**src/rtl/core/hhe_pkg.sv**
```systemverilog
// Shared types and constants for the HTTP Host header extractor.
`timescale 1ns / 1ps

package hhe_pkg;

    localparam int NUM_METHODS = 7;
    localparam int QUEUE_DEPTH = 4;
    localparam int QPTR_W      = 2;
    localparam int HCNT_W      = 11;
    localparam int OUT_DATA_W  = 24;

    // Parse phase codes
    localparam logic [1:0] PH_SEARCH = 2'd0;
    localparam logic [1:0] PH_HOST   = 2'd1;
    localparam logic [1:0] PH_DONE   = 2'd2;

    // Result kinds (tuser)
    localparam logic KIND_CHAR    = 1'b0;
    localparam logic KIND_VERDICT = 1'b1;

    localparam logic [7:0] CH_NUL   = 8'h00;
    localparam logic [7:0] CH_LF    = 8'h0A;
    localparam logic [7:0] CH_CR    = 8'h0D;
    localparam logic [7:0] CH_COLON = 8'h3A;

    localparam logic [2:0] HOST_PAT_LEN = 3'd7;
    // First character in the top byte
    localparam logic [55:0] HOST_PAT = "\nHost: ";

    // Method words padded to 8 characters, first character in the top byte.
    // Index 0 is GET, 6 is CONNECT.
    localparam logic [NUM_METHODS-1:0][63:0] METHOD_WORDS = {
        "CONNECT ", "DELETE  ", "PUT     ", "HEAD    ",
        "OPTIONS ", "POST    ", "GET     "
    };
    localparam logic [NUM_METHODS-1:0][3:0] METHOD_LENS = {
        4'd8, 4'd7, 4'd4, 4'd5, 4'd8, 4'd5, 4'd4
    };

    typedef struct packed {
        logic              has_char;
        logic [7:0]        host_char;
        logic              has_verdict;
        logic              is_http;
        logic              host_found;
        logic [HCNT_W-1:0] host_length;
    } t_entry;

    function automatic logic [7:0] method_byte(input logic [2:0] idx, input logic [2:0] pos);
        logic [63:0] word;
        word = METHOD_WORDS[idx];
        return word[{~pos, 3'b000} +: 8];
    endfunction

    function automatic logic [7:0] host_pat_byte(input logic [2:0] pos);
        logic [2:0] off;
        off = 3'd6 - pos;
        return HOST_PAT[{off, 3'b000} +: 8];
    endfunction

endpackage

```
**src/rtl/core/hhe_front.sv**
```systemverilog
// Front end: per-byte method check, Host line search and host byte classification.
`timescale 1ns / 1ps

module hhe_front #(
    parameter logic [10:0] HOST_CAP = 11'd2047
) (
    input  logic           i_clk,
    input  logic           i_rst_n,
    input  logic           i_accept,
    input  logic [7:0]     i_byte,
    input  logic           i_eop,
    output logic           o_push,
    output hhe_pkg::t_entry o_entry
);
    import hhe_pkg::*;

    logic [3:0]             r_prefix_count, n_prefix_count;
    logic [NUM_METHODS-1:0] r_cand, n_cand;
    logic [2:0]             r_pat_pos, n_pat_pos;
    logic [1:0]             r_phase, n_phase;
    logic                   r_port_seen, n_port_seen;
    logic [HCNT_W-1:0]      r_host_count, n_host_count;
    logic                   r_str_end, n_str_end;

    logic       active;
    logic       emit;
    logic [2:0] pat_inc;

    always_comb begin
        n_str_end      = r_str_end | (i_byte == CH_NUL);
        active         = !n_str_end;
        n_prefix_count = r_prefix_count;
        n_cand         = r_cand;
        n_pat_pos      = r_pat_pos;
        n_phase        = r_phase;
        n_port_seen    = r_port_seen;
        n_host_count   = r_host_count;
        emit           = 1'b0;
        pat_inc        = 3'd0;

        if (active && r_prefix_count < 4'd8) begin
            for (int i = 0; i < NUM_METHODS; i++) begin
                if (r_prefix_count < METHOD_LENS[i] &&
                    method_byte(3'(i), r_prefix_count[2:0]) != i_byte) begin
                    n_cand[i] = 1'b0;
                end
            end
            n_prefix_count = r_prefix_count + 4'd1;
        end

        if (active) begin
            case (r_phase)
                PH_SEARCH: begin
                    if (r_pat_pos < HOST_PAT_LEN && host_pat_byte(r_pat_pos) == i_byte) begin
                        pat_inc = r_pat_pos + 3'd1;
                    end else begin
                        pat_inc = (i_byte == CH_LF) ? 3'd1 : 3'd0;
                    end
                    if (pat_inc == HOST_PAT_LEN) begin
                        n_phase   = PH_HOST;
                        n_pat_pos = 3'd0;
                    end else begin
                        n_pat_pos = pat_inc;
                    end
                end
                PH_HOST: begin
                    if (i_byte == CH_CR) begin
                        n_phase = PH_DONE;
                    end else if (!r_port_seen) begin
                        if (i_byte == CH_COLON) begin
                            n_port_seen = 1'b1;
                        end else begin
                            emit = 1'b1;
                            if (r_host_count < HOST_CAP) begin
                                n_host_count = r_host_count + 11'd1;
                            end
                        end
                    end
                end
                default: begin
                end
            endcase
        end
    end

    always_comb begin
        o_entry.has_char    = emit;
        o_entry.host_char   = i_byte;
        o_entry.has_verdict = i_eop;
        o_entry.is_http     = (n_prefix_count >= 4'd8) && (|n_cand);
        o_entry.host_found  = (n_phase == PH_DONE);
        o_entry.host_length = (n_phase == PH_DONE) ? n_host_count : '0;
        o_push              = i_accept && (emit || i_eop);
    end

    always_ff @(posedge i_clk) begin
        if (!i_rst_n || (i_accept && i_eop)) begin
            // return to the idle parse state on reset and after each verdict
            r_prefix_count <= '0;
            r_cand         <= '1;
            r_pat_pos      <= '0;
            r_phase        <= PH_SEARCH;
            r_port_seen    <= 1'b0;
            r_host_count   <= '0;
            r_str_end      <= 1'b0;
        end else if (i_accept) begin
            r_prefix_count <= n_prefix_count;
            r_cand         <= n_cand;
            r_pat_pos      <= n_pat_pos;
            r_phase        <= n_phase;
            r_port_seen    <= n_port_seen;
            r_host_count   <= n_host_count;
            r_str_end      <= n_str_end;
        end
    end

    a_count_capped: assert property (@(posedge i_clk) disable iff (!i_rst_n)
        r_host_count <= HOST_CAP)
        else $error("host count above cap");

    a_reset_after_eop: assert property (@(posedge i_clk) disable iff (!i_rst_n)
        i_accept && i_eop |=> r_prefix_count == 4'd0 && r_phase == PH_SEARCH
                              && r_host_count == '0 && !r_str_end)
        else $error("parse state not cleared after verdict");

endmodule

```
**src/rtl/core/hhe_queue.sv**
```systemverilog
// Short register queue of classified entries between front and back end.
`timescale 1ns / 1ps

module hhe_queue (
    input  logic            i_clk,
    input  logic            i_rst_n,
    input  logic            i_push,
    input  hhe_pkg::t_entry i_entry,
    input  logic            i_pop,
    output logic            o_full,
    output logic            o_empty,
    output hhe_pkg::t_entry o_head
);
    import hhe_pkg::*;

    t_entry            r_mem [QUEUE_DEPTH];
    logic [QPTR_W-1:0] r_wr_ptr, r_rd_ptr;
    logic [QPTR_W:0]   r_count;

    logic do_push, do_pop;

    assign o_full  = (r_count == (QPTR_W + 1)'(QUEUE_DEPTH));
    assign o_empty = (r_count == '0);
    assign o_head  = r_mem[r_rd_ptr];
    assign do_push = i_push && !o_full;
    assign do_pop  = i_pop && !o_empty;

    always_ff @(posedge i_clk) begin
        if (do_push) begin
            r_mem[r_wr_ptr] <= i_entry;
        end
    end

    always_ff @(posedge i_clk) begin
        if (!i_rst_n) begin
            r_wr_ptr <= '0;
            r_rd_ptr <= '0;
            r_count  <= '0;
        end else begin
            if (do_push) begin
                r_wr_ptr <= r_wr_ptr + QPTR_W'(1);
            end
            if (do_pop) begin
                r_rd_ptr <= r_rd_ptr + QPTR_W'(1);
            end
            case ({do_push, do_pop})
                2'b10:   r_count <= r_count + (QPTR_W + 1)'(1);
                2'b01:   r_count <= r_count - (QPTR_W + 1)'(1);
                default: r_count <= r_count;
            endcase
        end
    end

    a_no_overflow: assert property (@(posedge i_clk) disable iff (!i_rst_n)
        r_count <= (QPTR_W + 1)'(QUEUE_DEPTH) && !(i_push && o_full))
        else $error("queue overflow");

endmodule

```
**src/rtl/core/hhe_back.sv**
```systemverilog
// Back end: turns queue entries into host byte beats and verdict beats.
`timescale 1ns / 1ps

module hhe_back (
    input  logic                           i_clk,
    input  logic                           i_rst_n,
    input  logic                           i_empty,
    input  hhe_pkg::t_entry                i_head,
    output logic                           o_pop,
    output logic                           o_tvalid,
    input  logic                           i_tready,
    output logic [hhe_pkg::OUT_DATA_W-1:0] o_tdata,
    output logic                           o_tuser,
    output logic                           o_tlast
);
    import hhe_pkg::*;

    logic                  r_valid;
    logic [OUT_DATA_W-1:0] r_data, n_data;
    logic                  r_kind, n_kind;
    logic                  r_last, n_last;
    logic                  r_char_sent, n_char_sent;
    logic                  load;

    assign load = !i_empty && (!r_valid || i_tready);

    always_comb begin
        n_char_sent = r_char_sent;
        o_pop       = 1'b0;
        if (i_head.has_char && !r_char_sent) begin
            n_kind = KIND_CHAR;
            n_data = {13'd0, 3'd0, i_head.host_char};
            n_last = !i_head.has_verdict;
            if (i_head.has_verdict) begin
                // hold the entry for its verdict beat
                n_char_sent = 1'b1;
            end else begin
                o_pop = load;
            end
        end else begin
            n_kind      = KIND_VERDICT;
            n_data      = {3'd0, i_head.host_length, i_head.host_found, i_head.is_http, 8'd0};
            n_last      = 1'b1;
            n_char_sent = 1'b0;
            o_pop       = load;
        end
    end

    always_ff @(posedge i_clk) begin
        if (!i_rst_n) begin
            r_valid     <= 1'b0;
            r_char_sent <= 1'b0;
        end else if (load) begin
            r_valid     <= 1'b1;
            r_char_sent <= n_char_sent;
        end else if (i_tready) begin
            r_valid     <= 1'b0;
        end
    end

    always_ff @(posedge i_clk) begin
        if (load) begin
            r_data <= n_data;
            r_kind <= n_kind;
            r_last <= n_last;
        end
    end

    assign o_tvalid = r_valid;
    assign o_tdata  = r_data;
    assign o_tuser  = r_kind;
    assign o_tlast  = r_last;

    a_verdict_last: assert property (@(posedge i_clk) disable iff (!i_rst_n)
        r_valid && r_kind == KIND_VERDICT |-> r_last)
        else $error("verdict beat without last");

    a_char_clean: assert property (@(posedge i_clk) disable iff (!i_rst_n)
        r_valid && r_kind == KIND_CHAR |-> r_data[OUT_DATA_W-1:8] == '0)
        else $error("host byte beat carries verdict bits");

    a_split_pending: assert property (@(posedge i_clk) disable iff (!i_rst_n)
        r_char_sent |-> r_valid && r_kind == KIND_CHAR && !r_last)
        else $error("pending verdict without its host byte beat");

endmodule

```
**src/rtl/core/http_host_header_extractor.sv**
```systemverilog
// Top level: HTTP Host header extractor with decoupled parser and result stage.
// Results are registered in the 4-entry queue between the stages and in the output stage.
// Throughput: one payload beat per cycle unless the queue is full; a beat causing both
// a host byte and the verdict takes two output beats, absorbed by that queue.
// Reset (synchronous, active low) clears the parse state, the queue and the output stage.
`timescale 1ns / 1ps

module http_host_header_extractor #(
    parameter int LENGTH_LIMIT = 2047
) (
    input  logic                           i_clk,
    input  logic                           i_rst_n,
    input  logic                           i_s_axis_tvalid,
    output logic                           o_s_axis_tready,
    input  logic [7:0]                     i_s_axis_tdata,  // [7:0] data_byte
    input  logic                           i_s_axis_tlast,  // end_of_packet
    output logic                           o_m_axis_tvalid,
    input  logic                           i_m_axis_tready,
    // [7:0] host_char, [8] is_http_request, [9] host_found, [20:10] host_length
    output logic [hhe_pkg::OUT_DATA_W-1:0] o_m_axis_tdata,
    output logic                           o_m_axis_tuser,  // [0] result_kind
    output logic                           o_m_axis_tlast   // last_of_run
);
    import hhe_pkg::*;

    localparam logic [HCNT_W-1:0] HOST_CAP =
        (LENGTH_LIMIT < 2047) ? HCNT_W'(LENGTH_LIMIT) : 11'd2047;

    logic   accept;
    logic   push;
    logic   pop;
    logic   full;
    logic   empty;
    t_entry entry;
    t_entry head;

    assign o_s_axis_tready = !full;
    assign accept          = i_s_axis_tvalid && !full;

    hhe_front #(
        .HOST_CAP (HOST_CAP)
    ) u_front (
        .i_clk    (i_clk),
        .i_rst_n  (i_rst_n),
        .i_accept (accept),
        .i_byte   (i_s_axis_tdata),
        .i_eop    (i_s_axis_tlast),
        .o_push   (push),
        .o_entry  (entry)
    );

    hhe_queue u_queue (
        .i_clk   (i_clk),
        .i_rst_n (i_rst_n),
        .i_push  (push),
        .i_entry (entry),
        .i_pop   (pop),
        .o_full  (full),
        .o_empty (empty),
        .o_head  (head)
    );

    hhe_back u_back (
        .i_clk    (i_clk),
        .i_rst_n  (i_rst_n),
        .i_empty  (empty),
        .i_head   (head),
        .o_pop    (pop),
        .o_tvalid (o_m_axis_tvalid),
        .i_tready (i_m_axis_tready),
        .o_tdata  (o_m_axis_tdata),
        .o_tuser  (o_m_axis_tuser),
        .o_tlast  (o_m_axis_tlast)
    );

endmodule

```
**config.mk**
```make
export PLATFORM = sky130hd
export DESIGN_NAME = http_host_header_extractor
export DESIGN_NICKNAME = d
export VERILOG_FILES = /design/src/rtl/core/hhe_pkg.sv /design/src/rtl/core/hhe_front.sv /design/src/rtl/core/hhe_queue.sv /design/src/rtl/core/hhe_back.sv /design/src/rtl/core/http_host_header_extractor.sv
export SDC_FILE = /design/constraint.sdc
export NUM_CORES = 1
export LEC_CHECK = 0
export BUFFER_PORTS_ARGS = -buffer_cell sky130_fd_sc_hd__buf_4
export CAP_MARGIN = 20
export CORE_MARGIN = 8
export CORE_UTILIZATION = 56
export DETAILED_ROUTE_END_ITERATION = 6
export GPL_ROUTABILITY_DRIVEN = 0
export HOLD_SLACK_MARGIN = 0.1
export PLACE_DENSITY = 0.79
export SYNTH_ARGS = -nofsm -noshare
export SYNTH_HDL_FRONTEND = slang
export SYNTH_SLANG_ARGS = --single-unit
```
**constraint.sdc**
```tcl
create_clock -name i_clk -period 11.45 [get_ports i_clk]
set_clock_uncertainty 0.2 [all_clocks]
set_input_delay 2.8625 -clock i_clk [delete_from_list [all_inputs] [get_ports i_clk]]
set_output_delay 2.8625 -clock i_clk [all_outputs]
set_load 0.02 [all_outputs]
```
; After elaboration in Yosys (flattened, before gate mapping)
; Memory sizes are Yosys's and may differ from the RTL's. A register that Yosys moved wholly into a read port is not among the register bits.
; Index checks and enable logic that the tools add are counted.
[word_totals]
wordCells = 143
ff_bits = 64
ram_bits = 92
out_inout_bits = 28
input_bits = 13
n_memories = 1
[memory_table]
columns = name, depth, word_bits, read_ports, rd_ports_with_merged_regs, wr, line
row1 = u_queue.r_mem, 4, 23, 1, 1, 1, hhe_queue.sv:16  ; t_entry r_mem [QUEUE_DEPTH];
[classes]
eq_ne = 18
bitwise = 4
n_lt_le_gt_ge = 7
reduce_logical = 36
addsub = 8
shift = 8
muxes = 44
[ops]
columns = operator, count
row1 = indexed part select 64 x 7 -> 8 bit (first input constant), 7
row2 = 2-to-1 mux 11 bit, 7
row3 = inequality test 8 bit, 7
row4 = indexed part select 56 x 7 -> 8 bit (first input constant), 1
row5 = 2-to-1 mux 1 bit, 24
row6 = logical AND 1 bit, 17
row7 = equality test 8 x 4 -> 1 bit (second input constant), 2
row8 = less-than comparator 4 x 3 -> 1 bit (second input constant), 3
row9 = 2-to-1 mux 3 bit, 4
row10 = adder 11 x 1 -> 11 bit (second input constant), 1
row11 = less-than comparator 11 bit (second input constant), 1
row12 = 2-to-1 mux 2 bit, 5
row13 = equality test 8 x 6 -> 1 bit (second input constant), 1
row14 = equality test 8 bit, 1
row15 = logical NOT 8 bit, 1
row16 = logical NOT 1 bit, 7
row17 = 2-to-1 mux 7 bit, 1
row18 = OR reduction 7 bit, 1
row19 = adder 3 x 1 -> 3 bit (second input constant), 2
row20 = equality test 3 bit (second input constant), 2
row21 = one-hot mux 3 bit (2 select lines), 1
row22 = adder 2 x 1 -> 2 bit (second input constant), 2
row23 = adder 4 x 1 -> 4 bit (second input constant), 1
row24 = equality test 2 x 1 -> 1 bit (second input constant), 2
row25 = 19 further kinds, 24

; Logic depth before layout (Yosys ltp)
[logic_depth]
ltp_word = 13
ltp_mapped = 12

; Cells and area by module
; From an unflattened synthesis, not the netlist that was laid out.
[hier_totals]
hier_cells = 612
area_unflattened_um2 = 7623.6
[by_module_without_submodules]
columns = module, area_each_um2, instances, seq_area_each_um2, cells_per_inst
row1 = hhe_queue, 3836.2, 1, 2942.8, 174
row2 = hhe_front, 2780.2, 1, 580.6, 374
row3 = hhe_back, 997.2, 1, 730.7, 62
row4 = http_host_header_extractor, 10.0, 1, 0.0, 2

; Worst setup path after synthesis
; Ideal clock, no wire load.
[synth_path]
path_kind = input -> register
from = in i_m_axis_tready
to = reg u_queue.r_count[2]
path_stages = 10
arrival_time_ns = 5.802
path_slack_ns = 5.373
path_buffers = 1
required_ns = 11.174
setup_time_ns = 0.076
path_cell_list = inv_1 -> a21oi_1 -> and2_1 -> clkbuf_1 -> ha_1 -> inv_1 -> fa_1 -> xor2_1 -> or3_1 -> a21boi_0
[synth_via]
elab_chain_len = 7
word_cells_on_any_way = 9
classes_between = eq/ne (2) / mux (3) / reduce/logical (4)
[synth_lines]
columns = element, line
row1 = start: declaration, http_host_header_extractor.sv:18  ; input logic i_m_axis_tready,
row2 = logical OR 1 bit *, hhe_back.sv:25  ; assign load = !i_empty && (!r_valid || i_tready);
row3 = logical AND 1 bit *, hhe_back.sv:25
row4 = named net u_back.load, hhe_back.sv:23  ; logic load;
row5 = 2-to-1 mux 1 bit, hhe_back.sv:34  ; if (i_head.has_verdict) begin
row6 = 2-to-1 mux 1 bit *, hhe_back.sv:30  ; if (i_head.has_char && !r_char_sent) begin
row7 = logical AND 1 bit *, hhe_queue.sv:26  ; assign do_pop = i_pop && !o_empty;
row8 = named net u_queue.do_pop, hhe_queue.sv:20  ; logic do_push, do_pop;
row9 = equality test 2 x 1 -> 1 bit / equality test 2 bit (equally long branches), hhe_queue.sv:46  ; case ({do_push, do_pop})
row10 = one-hot mux 3 bit (2 select lines) / nonzero test 2 bit (equally long branches), -
row11 = end signal: assignment, hhe_queue.sv:47  ; 2'b10: r_count <= r_count + (QPTR_W + 1)'(1);
row12 = end signal: assignment, hhe_queue.sv:48  ; 2'b01: r_count <= r_count - (QPTR_W + 1)'(1);
row13 = end signal: assignment, hhe_queue.sv:49  ; default: r_count <= r_count;
row14 = end: declaration, hhe_queue.sv:18  ; logic [QPTR_W:0] r_count;
; Mark *: on every way through the listed nets, which the timed path passes. The rest lies on a longest branch.
; A chain may end at the register's enable or synchronous reset.

==> results.toml <==
[layout]
syn_to_final_growth_pct = 14.2
ff_latch_area_sq_um = 4250
final_cells = 806
layout-drive-gt1-share = 0.178
multiInputGateArea_sq_um = 2930
final_core_util = 0.648
num-fill-cells = 900
nets = 650
num_antenna_cells = 0

[sta]
period_share = 0.506
min_period_ps = 5800
hold_viol_final = 0
rsz0062_at_grt = "false"
slew_headroom = 0.343
slew_violations = 0
worst_slew_pin_slew_ps = 985
fin_tns_setup_ps = 0
fmax_ghz = 0.172
setup_viol = 0

[cts]
ctsLongestPathBuffers = 2
htreeDepth = 4
cts_root_buffer = "clkbuf_16"
cts_tree = "done"
post-cts-setup-buffers = 0
clock_latency_ps = 420
clk_pin_slew_worst_paths_ps = 60
cts_resized = 0
cts_made_buffers = 17
clkSinkCount = 155
ctsHoldBuffers = 0

[floorplan]
die_w_um = 131
die_area_sq_um = 17200
die_h_um = 131
core_area_sq_um = 13100
io-pin-count = 41
start_util = 0.568
fp-row-count = 42

[logic_synthesis]
synth_top_family_by_area = "simple AND/OR/NAND/NOR gates"
synth_common_cells = "edfxtp_1 (115), nor2_1 (41), dfxtp_1 (40)"
syn_avg_cell_area_sq_um = 12.6
synth-main-ff-cell = "edfxtp_1"
yosys.area_share.xor_xnor = 0.0414
synth_top_area_frac = 0.465
synth-edff-count = 115
synth_compound_area_frac = 0.0862
synth_fa_ha_area_frac = 0.0330
synth-simple-area-share = 0.150
netlist_area_sq_um = 7430
synthMuxAreaShare = 0.0820
synth.distinct_cells = 77
seq_area_frac_synth = 0.573
yosys_warnings = 0
synthCells = 589
synthArstFlopShare = 0
ys_seq_elements = 155
yosys.area.top_type = "edfxtp_1"
synth.area.top_cells = "edfxtp_1 (46%), dfxtp_1 (11%), mux4_2 (7.0%)"
synth.most_common_cell = "edfxtp_1"

[global_route]
grtUsageTotal = 0.187
grt_max_degree = 30
gr-total-overflow = 0
grt_pass1_vias = 4907
grt_antenna_before_repair = 0
grt_pass1_wl_mm = 25.9

[power_and_ir_drop]
ir_worst_vdd_mv = 0.107
power_density_nw_per_um2 = 200
leakage_nw = 2.85
total_power_mw = 1.70

[place]
io_buffers = 37
hpwl_mm = 10.5
numPlacedInstances = 773

[route]
ant_nets = 0
dr.pass1.iters = 5
viasPerCell = 6.12
via_count = 4933
drtIter0Drc = 502
drt-total-wl_mm = 16.0
wl_per_cell_um = 19.9
drc = 0

[worst_setup_path]
start_kind = "input pin"
path_class = "input pin to flop"
cp-end-kind = "flop"
worstPathArrival_ps = 5940
path_max_fanout = 25
crit_required_ps = 11590

[flow_run]
maxCapViolCount = 0

[status]
status = "completed"

[hold_path]
hp-class = "flop to flop"
-- through the flow --
step | instance area [sq um] | setup WS [ps] | hold WS, ps
after global placement | 7790 | 5380 | 257
after CTS | 8430 | 5670 | 284
final | 8480 | 5650 | 279
after global routing | 8480 | 5540 | 317
after detailed placement | 7860 | 5230 | 275
after floorplan | 7440 | 5370 | 244
-- flip-flops by register name, summed over array words and instances, names as in the netlist, 3 cells and up, named ones only --
| register | flops |
|---|---|
| u_front.r_host_count | 11 |
| u_back.o_tdata | 21 |
| u_front.r_prefix_count | 4 |
| u_queue.r_count | 3 |
| u_front.r_cand | 7 |
| u_front.r_pat_pos | 3 |
| u_queue.r_mem | 92 |
-- layer usage --
layer  part of all wire  GRT usage
met3              0.071     0.0476
met2               0.51      0.317
met4              0.026     0.0859
met5                  0          0
met1               0.39      0.219
-- critical path, cell delays in order --
cell	delay [ps]
buf_4	200
or4b_1	600
o31ai_4	400
nor2_2	190
o21a_1	290
inv_2	70
ha_1	180
inv_1	70
fa_1	430
xor2_1	160
or3_1	310
a21boi_0	160
-- final cells by class --
class,instances,share of cell area
clock buffer,17,0.0502
clock inverter,14,0.0173
inverter,22,0.00974
multi-input combinational,377,0.345
sequential,155,0.502
tap,176,0.0260
timing repair buffer,45,0.0499
-- power breakdown --
part / switching [mW] / total, mW / internal (mW) / leakage, nW
Combinational: 0.247 / 0.424 / 0.177 / 1.21
Clock: 0.222 / 0.542 / 0.320 / 0.267
Sequential: 0.0324 / 0.730 / 0.697 / 1.38
-- path summary, 6_finish.rpt --
path                            cells after the start                 startpoint  slack (ps)                   end
worst max-delay path                               12          i_s_axis_tdata[0]        5650    u_queue.r_count[2]
worst min-delay path                                2          u_front.r_cand[0]         280     u_front.r_cand[0]
worst max register to register                      8  u_front.r_prefix_count[2]        7390  u_queue.r_mem[1][12]
worst min register to register                      2          u_front.r_cand[0]         280     u_front.r_cand[0]
-- layout by cell type, fill, tap and decap left out, drive strengths merged, types with 10 or more instances in the layout --
| cell | n |
|---|---|
| edfxtp | 115 |
| o21ai | 18 |
| and2 | 14 |
| nor2 | 42 |
| ha | 18 |
| a21oi | 17 |
| mux4 | 23 |
| xor2 | 19 |
| nor3 | 13 |
| clkbuf | 18 |
| nand2 | 39 |
| and3 | 14 |
| dfxtp | 40 |
| buf | 44 |
| inv | 25 |
| nand3 | 10 |
| nor2b | 20 |
| xnor2 | 14 |
-- logic make-up after synthesis --
family	count (synthesis)
AO/OA/AOI/OAI	90
buffers and inverters	59
flip-flops	155
adder cells (fa/ha/maj)	19
other	1
XOR/XNOR	33
AND/OR/NAND/NOR	200
multiplexers	32
(Power assumes the default switching activity.)
